`src/hdl/smse_pkg.sv`:
```
package smse_pkg;

  // Store geometry.
  localparam int unsigned CAPACITY = 64;
  localparam int unsigned ADDR_W   = $clog2(CAPACITY);
  localparam int unsigned CNT_W    = $clog2(CAPACITY + 1);
  localparam int unsigned OUT_CNT_W = 7;
  localparam int unsigned VAL_W    = 32;

  localparam logic [CNT_W-1:0] CNT_ONE = CNT_W'(1);
  localparam logic [CNT_W-1:0] CNT_CAP = CNT_W'(CAPACITY);

  // Operation codes.
  localparam logic [1:0] OP_INSERT = 2'd0;
  localparam logic [1:0] OP_DELETE = 2'd1;
  localparam logic [1:0] OP_COUNT  = 2'd2;
  localparam logic [1:0] OP_RANGE  = 2'd3;

  // Status codes.
  localparam logic [1:0] ST_OK        = 2'd0;
  localparam logic [1:0] ST_NOT_FOUND = 2'd1;
  localparam logic [1:0] ST_FULL      = 2'd2;
  localparam logic [1:0] ST_BAD_RANGE = 2'd3;

  typedef struct packed {
    logic [1:0]              op;
    logic signed [VAL_W-1:0] key;
    logic signed [VAL_W-1:0] key_high;
  } in_item_t;

  typedef struct packed {
    logic [1:0]           status;
    logic [OUT_CNT_W-1:0] match_count;
    logic [OUT_CNT_W-1:0] total_count;
    logic [OUT_CNT_W-1:0] distinct_count;
  } out_item_t;

  // Control from the sequencer to the compare unit.
  typedef struct packed {
    logic clear;
    logic vld;
  } scan_ctl_t;

  // Counts gathered by the compare unit over one pass.
  typedef struct packed {
    logic [CNT_W-1:0] lt_cnt;
    logic [CNT_W-1:0] eq_cnt;
    logic [CNT_W-1:0] rng_cnt;
  } scan_res_t;

  // Low bits of a count as reported on the result channel.
  function automatic logic [OUT_CNT_W-1:0] to_out_cnt(input logic [CNT_W-1:0] v);
    logic [CNT_W+OUT_CNT_W-1:0] t;
    t = {{OUT_CNT_W{1'b0}}, v};
    return t[OUT_CNT_W-1:0];
  endfunction

endpackage

```
`src/hdl/sorted_multiset_engine.sv`:
```
// Sorted multiset engine: keeps up to CAPACITY signed 32-bit values in
// ascending order and serves insert, delete-one-copy, occurrence count and
// inclusive range count.
// Input channel in_valid/in_ready/in_item carries one operation per item;
// the result channel out_valid/out_ready/out_item returns exactly one result
// item per operation, in order, with status, match count, total count and
// distinct count after the operation.
// Each accepted insert below capacity, delete, count or valid range first
// passes the stored values once through one compare unit, one value per
// cycle from the single read port, and then takes a decision step.
// An insert then moves each value above the insert point up by one place
// and a delete moves each value above the removed one down, each moved
// value with a read, then a write over the same memory, and a commit step
// follows. The result register is loaded once it is free. Full inserts and
// inverted ranges skip the pass and go straight to loading their result.
// in_ready is high only while the block is idle, one item at a time; the
// next item can be taken from the cycle its predecessor's result turns valid.
// A waiting result sits in the output register; the block goes on to accept
// the next item, and holds its following result until the first is taken.
// Reset empties the store at once: no clearing pass is needed.
module sorted_multiset_engine (
  input  logic                clk,
  input  logic                rst_n,
  input  logic                in_valid,
  output logic                in_ready,
  input  smse_pkg::in_item_t  in_item,
  output logic                out_valid,
  input  logic                out_ready,
  output smse_pkg::out_item_t out_item
);

  localparam logic [2:0] S_IDLE   = 3'd0;
  localparam logic [2:0] S_SCAN   = 3'd1;
  localparam logic [2:0] S_DECIDE = 3'd2;
  localparam logic [2:0] S_MV_RD  = 3'd3;
  localparam logic [2:0] S_MV_WR  = 3'd4;
  localparam logic [2:0] S_COMMIT = 3'd5;
  localparam logic [2:0] S_RESP   = 3'd6;

  logic [2:0]                   state_r, state_nxt;
  smse_pkg::in_item_t           item_r, item_nxt;
  logic signed [smse_pkg::VAL_W-1:0] hi_r, hi_nxt;
  logic [smse_pkg::CNT_W-1:0]   fill_r, fill_nxt;
  logic [smse_pkg::CNT_W-1:0]   distinct_r, distinct_nxt;
  logic [smse_pkg::CNT_W-1:0]   idx_r, idx_nxt;
  logic                         pend_r, pend_nxt;
  logic [smse_pkg::CNT_W-1:0]   mv_idx_r, mv_idx_nxt;
  logic [1:0]                   status_r, status_nxt;
  logic [smse_pkg::CNT_W-1:0]   match_r, match_nxt;
  logic                         out_valid_r, out_valid_nxt;
  smse_pkg::out_item_t          out_item_r, out_item_nxt;

  logic                         rd_en, wr_en;
  logic [smse_pkg::ADDR_W-1:0]  rd_addr, wr_addr;
  logic [smse_pkg::VAL_W-1:0]   rd_data, wr_data;
  smse_pkg::scan_ctl_t          scan_ctl;
  smse_pkg::scan_res_t          scan_res;
  logic [smse_pkg::CNT_W-1:0]   mv_prev, mv_next;
  logic                         is_insert;

  smse_store u_store (
    .clk     (clk),
    .rd_en   (rd_en),
    .rd_addr (rd_addr),
    .rd_data (rd_data),
    .wr_en   (wr_en),
    .wr_addr (wr_addr),
    .wr_data (wr_data)
  );

  smse_scan u_scan (
    .clk     (clk),
    .ctl     (scan_ctl),
    .rd_data (rd_data),
    .lo      (item_r.key),
    .hi      (hi_r),
    .res     (scan_res)
  );

  assign in_ready  = (state_r == S_IDLE);
  assign out_valid = out_valid_r;
  assign out_item  = out_item_r;

  assign mv_prev   = mv_idx_r - smse_pkg::CNT_ONE;
  assign mv_next   = mv_idx_r + smse_pkg::CNT_ONE;
  assign is_insert = (item_r.op == smse_pkg::OP_INSERT);

  // Sequencer: one pass through the store, then the moves, then the result.
  always_comb begin
    state_nxt     = state_r;
    item_nxt      = item_r;
    hi_nxt        = hi_r;
    fill_nxt      = fill_r;
    distinct_nxt  = distinct_r;
    idx_nxt       = idx_r;
    pend_nxt      = pend_r;
    mv_idx_nxt    = mv_idx_r;
    status_nxt    = status_r;
    match_nxt     = match_r;
    out_valid_nxt = out_valid_r;
    out_item_nxt  = out_item_r;
    rd_en         = 1'b0;
    rd_addr       = '0;
    wr_en         = 1'b0;
    wr_addr       = '0;
    wr_data       = rd_data;
    scan_ctl.clear = 1'b0;
    scan_ctl.vld   = pend_r;

    // The receiver took the waiting result.
    if (out_valid_r && out_ready) begin
      out_valid_nxt = 1'b0;
    end

    case (state_r)
      S_IDLE: begin
        if (in_valid) begin
          item_nxt       = in_item;
          hi_nxt         = (in_item.op == smse_pkg::OP_RANGE) ? in_item.key_high
                                                              : in_item.key;
          status_nxt     = smse_pkg::ST_OK;
          match_nxt      = '0;
          idx_nxt        = '0;
          pend_nxt       = 1'b0;
          scan_ctl.clear = 1'b1;
          if (in_item.op == smse_pkg::OP_INSERT && fill_r == smse_pkg::CNT_CAP) begin
            status_nxt = smse_pkg::ST_FULL;
            state_nxt  = S_RESP;
          end else if (in_item.op == smse_pkg::OP_RANGE &&
                       in_item.key > in_item.key_high) begin
            status_nxt = smse_pkg::ST_BAD_RANGE;
            state_nxt  = S_RESP;
          end else begin
            state_nxt = S_SCAN;
          end
        end
      end
      S_SCAN: begin
        // Read one stored value a cycle; its compare lands in the next cycle.
        if (idx_r < fill_r) begin
          rd_en    = 1'b1;
          rd_addr  = idx_r[smse_pkg::ADDR_W-1:0];
          idx_nxt  = idx_r + smse_pkg::CNT_ONE;
          pend_nxt = 1'b1;
        end else begin
          pend_nxt = 1'b0;
          if (!pend_r) begin
            state_nxt = S_DECIDE;
          end
        end
      end
      S_DECIDE: begin
        case (item_r.op)
          smse_pkg::OP_INSERT: begin
            // The insert point is the number of smaller values.
            mv_idx_nxt = fill_r;
            state_nxt  = (fill_r == scan_res.lt_cnt) ? S_COMMIT : S_MV_RD;
          end
          smse_pkg::OP_DELETE: begin
            if (scan_res.eq_cnt == '0) begin
              status_nxt = smse_pkg::ST_NOT_FOUND;
              state_nxt  = S_RESP;
            end else begin
              mv_idx_nxt = scan_res.lt_cnt;
              state_nxt  = (scan_res.lt_cnt + smse_pkg::CNT_ONE >= fill_r) ? S_COMMIT
                                                                           : S_MV_RD;
            end
          end
          default: begin
            match_nxt = scan_res.rng_cnt;
            state_nxt = S_RESP;
          end
        endcase
      end
      S_MV_RD: begin
        // Fetch the neighbor that moves into the current place.
        rd_en     = 1'b1;
        rd_addr   = is_insert ? mv_prev[smse_pkg::ADDR_W-1:0]
                              : mv_next[smse_pkg::ADDR_W-1:0];
        state_nxt = S_MV_WR;
      end
      S_MV_WR: begin
        wr_en   = 1'b1;
        wr_addr = mv_idx_r[smse_pkg::ADDR_W-1:0];
        wr_data = rd_data;
        if (is_insert) begin
          mv_idx_nxt = mv_prev;
          state_nxt  = (mv_prev == scan_res.lt_cnt) ? S_COMMIT : S_MV_RD;
        end else begin
          mv_idx_nxt = mv_next;
          state_nxt  = (mv_next + smse_pkg::CNT_ONE >= fill_r) ? S_COMMIT : S_MV_RD;
        end
      end
      S_COMMIT: begin
        if (is_insert) begin
          wr_en    = 1'b1;
          wr_addr  = mv_idx_r[smse_pkg::ADDR_W-1:0];
          wr_data  = item_r.key;
          fill_nxt = fill_r + smse_pkg::CNT_ONE;
          if (scan_res.eq_cnt == '0) begin
            distinct_nxt = distinct_r + smse_pkg::CNT_ONE;
          end
        end else begin
          fill_nxt = fill_r - smse_pkg::CNT_ONE;
          if (scan_res.eq_cnt == smse_pkg::CNT_ONE) begin
            distinct_nxt = distinct_r - smse_pkg::CNT_ONE;
          end
        end
        state_nxt = S_RESP;
      end
      S_RESP: begin
        // Load the result once the output register is free.
        if (!out_valid_r || out_ready) begin
          out_valid_nxt               = 1'b1;
          out_item_nxt.status         = status_r;
          out_item_nxt.match_count    = smse_pkg::to_out_cnt(match_r);
          out_item_nxt.total_count    = smse_pkg::to_out_cnt(fill_r);
          out_item_nxt.distinct_count = smse_pkg::to_out_cnt(distinct_r);
          state_nxt                   = S_IDLE;
        end
      end
      default: begin
        state_nxt = S_IDLE;
      end
    endcase
  end

  // Control state.
  always_ff @(posedge clk) begin
    if (!rst_n) begin
      state_r     <= S_IDLE;
      fill_r      <= '0;
      distinct_r  <= '0;
      pend_r      <= 1'b0;
      out_valid_r <= 1'b0;
    end else begin
      state_r     <= state_nxt;
      fill_r      <= fill_nxt;
      distinct_r  <= distinct_nxt;
      pend_r      <= pend_nxt;
      out_valid_r <= out_valid_nxt;
    end
  end

  // Payload and working registers.
  always_ff @(posedge clk) begin
    item_r     <= item_nxt;
    hi_r       <= hi_nxt;
    idx_r      <= idx_nxt;
    mv_idx_r   <= mv_idx_nxt;
    status_r   <= status_nxt;
    match_r    <= match_nxt;
    out_item_r <= out_item_nxt;
  end

endmodule

```
`src/hdl/smse_store.sv`:
```
module smse_store (
  input  logic                                   clk,
  input  logic                                   rd_en,
  input  logic [smse_pkg::ADDR_W-1:0]            rd_addr,
  output logic [smse_pkg::VAL_W-1:0]             rd_data,
  input  logic                                   wr_en,
  input  logic [smse_pkg::ADDR_W-1:0]            wr_addr,
  input  logic [smse_pkg::VAL_W-1:0]             wr_data
);

  logic [smse_pkg::VAL_W-1:0] mem [smse_pkg::CAPACITY];
  logic [smse_pkg::VAL_W-1:0] rd_data_r;

  // One write port and one registered read port.
  always_ff @(posedge clk) begin
    if (wr_en) begin
      mem[wr_addr] <= wr_data;
    end
    if (rd_en) begin
      rd_data_r <= mem[rd_addr];
    end
  end

  assign rd_data = rd_data_r;

endmodule

```
`src/hdl/smse_scan.sv`:
```
module smse_scan (
  input  logic                                clk,
  input  smse_pkg::scan_ctl_t                 ctl,
  input  logic signed [smse_pkg::VAL_W-1:0]   rd_data,
  input  logic signed [smse_pkg::VAL_W-1:0]   lo,
  input  logic signed [smse_pkg::VAL_W-1:0]   hi,
  output smse_pkg::scan_res_t                 res
);

  logic [smse_pkg::CNT_W-1:0] lt_r, eq_r, rng_r;
  logic ge, le, eq;

  // Shared compare of one stored value against both bounds.
  always_comb begin
    ge = rd_data >= lo;
    le = rd_data <= hi;
    eq = rd_data == lo;
  end

  // Accumulate the counts over one pass through the store.
  always_ff @(posedge clk) begin
    if (ctl.clear) begin
      lt_r  <= '0;
      eq_r  <= '0;
      rng_r <= '0;
    end else if (ctl.vld) begin
      if (!ge) begin
        lt_r <= lt_r + smse_pkg::CNT_ONE;
      end
      if (eq) begin
        eq_r <= eq_r + smse_pkg::CNT_ONE;
      end
      if (ge && le) begin
        rng_r <= rng_r + smse_pkg::CNT_ONE;
      end
    end
  end

  assign res.lt_cnt  = lt_r;
  assign res.eq_cnt  = eq_r;
  assign res.rng_cnt = rng_r;

endmodule

```
`config.mk`:
```
export PLATFORM = sky130hd
export DESIGN_NAME = sorted_multiset_engine
export DESIGN_NICKNAME = d
export VERILOG_FILES = /design/src/hdl/smse_pkg.sv /design/src/hdl/sorted_multiset_engine.sv /design/src/hdl/smse_store.sv /design/src/hdl/smse_scan.sv
export SDC_FILE = /design/constraint.sdc
export NUM_CORES = 2
export LEC_CHECK = 0
export ABC_CLOCK_PERIOD_IN_PS = 7220
export BUFFER_PORTS_ARGS = -buffer_cell sky130_fd_sc_hd__buf_2
export CAP_MARGIN = 20
export CORE_AREA = 2 2 549 551
export DETAILED_ROUTE_END_ITERATION = 6
export DIE_AREA = 0 0 551 553
export PLACE_DENSITY = 0.52
export SETUP_SLACK_MARGIN = 0.1
export SKIP_CTS_REPAIR_TIMING = 1
export SYNTH_ARGS = -nofsm -noshare
export SYNTH_HDL_FRONTEND = slang
export SYNTH_HIERARCHICAL = 1
export SYNTH_SLANG_ARGS = --single-unit
```
`constraint.sdc`:
```
create_clock -name clk -period 7.22 [get_ports clk]
set_clock_uncertainty 0.15 [all_clocks]
set_input_delay 1.805 -clock clk [delete_from_list [all_inputs] [get_ports clk]]
set_output_delay 1.805 -clock clk [all_outputs]
set_load 0.01 [all_outputs]
```
# ---- After elaboration in Yosys (flattened, before gate mapping)
# Memories as Yosys holds them, arrays and structs flattened. A register that Yosys moved wholly into a read port is not among the register bits.
# Index checks and enable logic that the tools add are counted.
dict set report totals {
  ff_bits 152
  latchBits 0
  ramBits 2048
  romBits 0
  in_bits 70
  out_inout_bits 25
  wordCells 143
  n_memories 1
}
# name depth width read_ports rd_ports_with_merged_regs write_ports line_no
set mem_list {}
lappend mem_list {u_store.mem 64 32 1 1 1 smse_store.sv:11} ;# logic [smse_pkg::VAL_W-1:0] mem [smse_pkg::CAPACITY];
dict set report classes {
  add_sub_neg 11
  multipliers 0
  n_div 0
  magnitude_cmp 6
  n_eq_ne 24
  shifts 0
  n_mux 54
  bitwise_logic 1
  n_reduce_logical 27
}
# operator n
set ops {}
lappend ops {{$mux 32} 3}
lappend ops {{$mux 7} 9}
lappend ops {{$add 7x1->7 const B} 8}
lappend ops {{$pmux 7 s2} 4}
lappend ops {{$mux 3} 12}
lappend ops {{$eq 32x32->1} 1}
lappend ops {{$ge 32x32->1} 1}
lappend ops {{$gt 32x32->1} 1}
lappend ops {{$le 32x32->1} 1}
lappend ops {{$pmux 6 s2} 2}
lappend ops {{$pmux 3 s7} 1}
lappend ops {{$sub 7x1->7 const B} 3}
lappend ops {{$mux 6} 3}
lappend ops {{$ne 2x2->1 const B} 8}
lappend ops {{$eq 7x7->1} 2}
lappend ops {{$ge 7x7->1} 2}
lappend ops {{$reduce_and 2->1} 6}
lappend ops {{$reduce_and 3->1} 4}
lappend ops {{$mux 1} 10}
lappend ops {{$mux 2} 5}
lappend ops {{$eq 3x3->1 const B} 3}
lappend ops {{$reduce_and 4->1} 2}
lappend ops {{$reduce_bool 2->1} 4}
lappend ops {{$eq 7x1->1 const B} 1}
lappend ops {{other kinds (19)} 27}

# ---- Logic depth before layout (Yosys ltp)
dict set report logic_depth {
  depth_word 6
  ltp_mapped 18
}

# ---- Modules after synthesis
# The synthesis kept the hierarchy.
# mod n_inst cells_per_inst area_per_inst_um2 seq_area_each_um2
set modules_own_cells {}
lappend modules_own_cells {smse_store 1 3324 78835.6 62459.9}
lappend modules_own_cells {sorted_multiset_engine 1 737 7836.3 3743.6}
lappend modules_own_cells {smse_scan 1 338 2651.3 420.4}

# ---- Worst setup path before layout
# OpenSTA, ideal clock, no wires.
dict set report synth_path {
  path_type {flip-flop to flip-flop}
  from {register item_r[64] in the netlist's numbering}
  to {memory u_store/mem[49][0] in the netlist's numbering (enable)}
  setup_time_ns 0.461
  arrival_ns 4.059
  required_ns 6.609
  path_slack_ns 2.550
  stages_incl_launch_ff 9
  synth_period_minus_slack_ns 4.670
  path_cell_list {edfxtp_1 nor2_1 buf_2 nand3_1 nor2b_1 nor2b_1 clkbuf_1 nand4_1 nor3_1}
}
dict set report synth_between {
  word_cells_on_any_way 7
}
# element line_no
set synth_lines {}
lappend synth_lines {{from (decl)} sorted_multiset_engine.sv:41} ;# smse_pkg::in_item_t item_r, item_nxt;
lappend synth_lines {{from (signal assigned)} sorted_multiset_engine.sv:247} ;# item_r <= item_nxt;
lappend synth_lines {{$logic_not 2->1} sorted_multiset_engine.sv:86} ;# assign is_insert = (item_r.op == smse_pkg::OP_INSERT);
lappend synth_lines {{$mux 6} sorted_multiset_engine.sv:195} ;# if (is_insert) begin
lappend synth_lines {{$pmux 6 s2} sorted_multiset_engine.sv:115} ;# case (state_r)
lappend synth_lines {{via wr_addr (one bit)} sorted_multiset_engine.sv:54} ;# logic [smse_pkg::ADDR_W-1:0] rd_addr, wr_addr;
lappend synth_lines {{to (decl)} smse_store.sv:11}
# The timed path passes the listed nets, and every way through them passes these cells.

# ---- Worst setup path after layout
dict set report layout_path {
  from {register fill_r[1] in the netlist's numbering}
  to {register u_store.rd_data_r, in the netlist u_store/rd_data[22] (read register of u_store.mem), data pin}
}
dict set report layout_between {
  elab_chain_cells 3
  word_cells_on_any_way 5
}
# element line_no
set layout_lines {}
lappend layout_lines {{from (decl)} sorted_multiset_engine.sv:43} ;# logic [smse_pkg::CNT_W-1:0] fill_r, fill_nxt;
lappend layout_lines {{from (signal assigned)} sorted_multiset_engine.sv:238} ;# fill_r <= fill_nxt;
lappend layout_lines {{$lt 7x7->1} sorted_multiset_engine.sv:140} ;# if (idx_r < fill_r) begin
lappend layout_lines {{$mux 6} sorted_multiset_engine.sv:140}
lappend layout_lines {{$pmux 6 s2} sorted_multiset_engine.sv:115}
lappend layout_lines {{via rd_addr (one bit)} sorted_multiset_engine.sv:54}
lappend layout_lines {{to (decl)} smse_store.sv:12} ;# logic [smse_pkg::VAL_W-1:0] rd_data_r;
# The timed path passes the listed nets, and every way through them passes these cells.
# A chain may end at the register's enable or synchronous reset.

==> flow_summary.yaml <==
critical_path:
  crit_end: "u_store/rd_data[22]"
  rrSetupSlack_ps: 1040
  r2r-start: "fill_r[1]"
  rr_worst_depth: 13
  cp-end-kind: "flip-flop"
  crit_type: "reg -> reg"
  critPathArrivalTime_ps: 6620
  crit_fanout: 46
  r2r_end: "u_store/rd_data[22]"
  cp.required_ps: 7650
  startpoint_type: "flip-flop"
  crit_path_start: "fill_r[1]"
route:
  post-route-drc-count: 0
  routed-via-count: 45400
  ant_nets: 0
  firstDrtPassIters: 5
  viasPerCell: 5.14
  drtIter0Drc: 5352
  wirelength_mm: 253
  wire_per_inst_um: 28.7
cts:
  cts.htree.levels: 4
  clk_latency_ps: 890
  numCtsBuffers: 221
  path_clk_slew_ps: 70
  cts_tree: "done"
  cts.sinks: 2232
  cts_buffer_depth: 3
  cts_root_buf: "clkbuf_16"
pwr:
  p_sw_w: 0.0100
  pwr-share-seq_pct: 46.3
  p_clk_share_pct: 33.3
  finalPower_w: 0.0343
  comb_power_share_pct: 20.4
  leakagePower_nw: 31.8
  p_per_area_nw_per_um2: 333
  ir_drop_mv: 0.224
  p_int_w: 0.0243
  power_switching_share_pct: 29.2
synth:
  syn_area_sq_um: 89300
  yosysTopAreaCell: "edfxtp_1"
  synthTopCellsByArea: "edfxtp_1 74%, mux4_2 14%, ha_1 1.9%, mux2i_1 1.1%, dfxtp_1 0.90%"
  synth_ff_type: "edfxtp_1"
  yosys_warnings: 6
  ys_seq_elements: 2232
  syn-instance-count: 4399
  synth_nets: 4608
  async_flop_share_pct: 0
  synth.avg_cell_area_sq_um: 20.3
  netlist.area_leader.share_pct: 73.7
  yosysSeqAreaShare_pct: 74.6
  synth_edf_count: 2192
  synth_cell_types: 83
timing:
  fin_crit_sh_pct: 85.6
  worst_slack_ps: 1040
  layout_min_cycle_time_ps: 6180
  fmax_mhz: 162
  setup_tns_ps: 0
  tightest_slew_ps: 1180
  hold_viol_final: 0
  rsz0062_at_grt: "no"
  slew_headroom_pct: 21.3
  slew_violations: 0
  setup_viol_count_final: 0
global_route:
  overflow: 0
  grt_usage_pct: 16.4
  antenna_found_initial: 10
  grt_max_degree: 93
  grt_pass1_wl_mm: 356
  grt_pass1_vias: 45300
hold_path:
  hold_class: "reg -> reg"
finish:
  seq_area_sq_um: 66600
  layout.cells.non_filler: 8842
  final_area_sq_um: 103000
  nets: 4901
  multi_input_area_sq_um: 21800
  fillers: 27900
  drive_gt1_share_pct: 26.1
  area_growth_pct: 15.4
placed_design:
  dpl.hpwl_mm: 151
  placed_cell_area_sq_um: 95900
  gp_congestion: 0.821
  pre_cts_ws_ps: 951
  dpl.cell_count: 8425
  io_buffers: 94
floorplanning:
  core-area_sq_um: 299000
  rows: 201
  fp.dieW_um: 551
  fp.dieH_um: 553
  die-area_sq_um: 305000
  start_util_pct: 29.9
  ios: 95
outcome:
  outcome: "completed"
run:
  maxCapViolCount: 0
[cell usage after synthesis (3+ instances only)]
cell      instances
nor2b_1          38
o32ai_1           7
o22ai_1          85
xnor2_1          34
a21o_1           15
or4_1             4
buf_1            21
o221ai_1         27
a211oi_1          9
clkbuf_1        103
a22o_1            5
nor3b_1           3
inv_1           120
a22oi_1          13
buf_4            25
o31ai_1           6
nand2b_1         20
or3b_2            3
mux4_2          544
buf_2            62
nand2_1         106
mux2_2           39
nor4_1            8
xor2_1           25
edfxtp_1       2192
o21ai_0          52
dfxtp_1          40
or3_1             7
mux2i_1          96
a21oi_1         137
nand3b_1          7
and2_1           20
nor3_1           20
a41o_1            4
a21boi_0          4
nand3_1          34
buf_6             6
nand4_1          35
o211ai_1          7
and3_1           14
ha_1            137
nor2_1          195
a31oi_1           6
a311oi_1          8
o21bai_1          6
[routing by layer]
| metal | track usage (%) | share of wire [%] | routed length, um |
|---|---|---|---|
| met3 | 2.45 | 6.4 | 16100 |
| met1 | 23.3 | 44 | 111000 |
| met5 | 0 | 0 | 0 |
| met2 | 26.1 | 47 | 120000 |
| met4 | 4.78 | 2.7 | 6830 |
[sequential cells by signal, indices dropped and copies added, names as in the netlist, 3 cells and up]
name,flops
u_scan/eq_r,7
mv_idx_r,7
out_item,23
state_r,3
fill_r,7
match_r,7
u_scan/lt_r,7
distinct_r,7
u_scan/rng_r,7
u_store/mem,2048
idx_r,7
item_r,34
hi_r,32
u_store/rd_data,32
[power by group through the flow]
stage	sequential [W]	combinational (W)	clock, W
2_1_floorplan	0.0159	0.00413	0
3_3_place_gp	0.0162	0.00697	0
3_5_place_dp	0.0162	0.00705	0
4_1_cts	0.0159	0.00707	0.0116
5_1_grt	0.0159	0.00744	0.0121
6_report	0.0159	0.00701	0.0114
[cell usage in the layout, fill, tap and decap left out, types with 8 or more instances in the layout]
cell type     n
nand2_1     105
nand4_1      35
a22oi_1      13
ha_1        137
nand2b_1     19
a211oi_1      9
buf_2        94
inv_1       119
mux2_2       37
o22ai_1      85
a21oi_1     136
buf_12       17
nor2_4       63
nor3_1       18
xor2_1       25
nor2_1      132
clkinv_1     58
a21o_1       15
bufinv_16    20
buf_4       176
clkbuf_1     44
clkbuf_16   222
dfxtp_1      40
nor2b_1      38
edfxtp_1   2192
clkinv_2     42
mux2i_1      96
o221ai_1     27
and3_1       14
o21ai_0      52
nor4_1        8
nand3_1      33
xnor2_1      34
mux4_2      544
and2_1       19
[how the worst min path moves through the flow]
stage	from	to	slack, ps	cells after the start
6_report	match_r[5]	out_item[19]	260	0
5_1_grt	match_r[4]	out_item[18]	280	0
4_1_cts	match_r[5]	out_item[19]	260	0
3_5_place_dp	match_r[0]	out_item[14]	250	0
3_3_place_gp	match_r[1]	out_item[15]	260	0
2_1_floorplan	match_r[0]	out_item[14]	250	0
[worst max-delay path, cell delays in order (launching register included)]
cell and delay, ps:
dfxtp_1 510, inv_1 190, ha_1 330, a21o_1 160
a211oi_1 230, or3_1 210, and3_1 420, a22o_4 620
buf_12 410, buf_4 490, mux4_2 570, mux4_2 560
o22ai_1 790, nor2_1 110
[final cells by class]
cell class | instances | area share [%]
Timing Repair Buffer | 287 | 2.07
Tap cell | 3958 | 4.80
Inverter | 121 | 0.442
Clock buffer | 270 | 5.60
Multi-Input combinational cell | 1829 | 21.1
Antenna cell | 3 | 0.00728
Sequential cell | 2232 | 64.6
Clock inverter | 142 | 1.36
[stage by stage]
stage / utilization (%) / hold slack (ps)
final: 34.5 / 257
after global routing: 34.5 / 277
after CTS: 34.5 / 258
after detailed placement: 32.1 / 255
after global placement: 32.1 / 264
after floorplan: - / 250
[cell families (layout without fill, tap and decap cells)]
family / after synthesis / in the layout / synth area share, %
flip-flops: 2232 / 2232 / 74.6
multiplexers: 680 / 680 / 15.3
AND/OR/NAND/NOR: 536 / 536 / 2.95
AO/OA/AOI/OAI: 414 / 414 / 2.93
buffers and inverters: 338 / 820 / 1.66
adder cells (fa/ha/maj): 139 / 139 / 1.96
XOR/XNOR: 60 / 60 / 0.604
other: 0 / 3 / 0
Power figures use the tool's default switching activity.
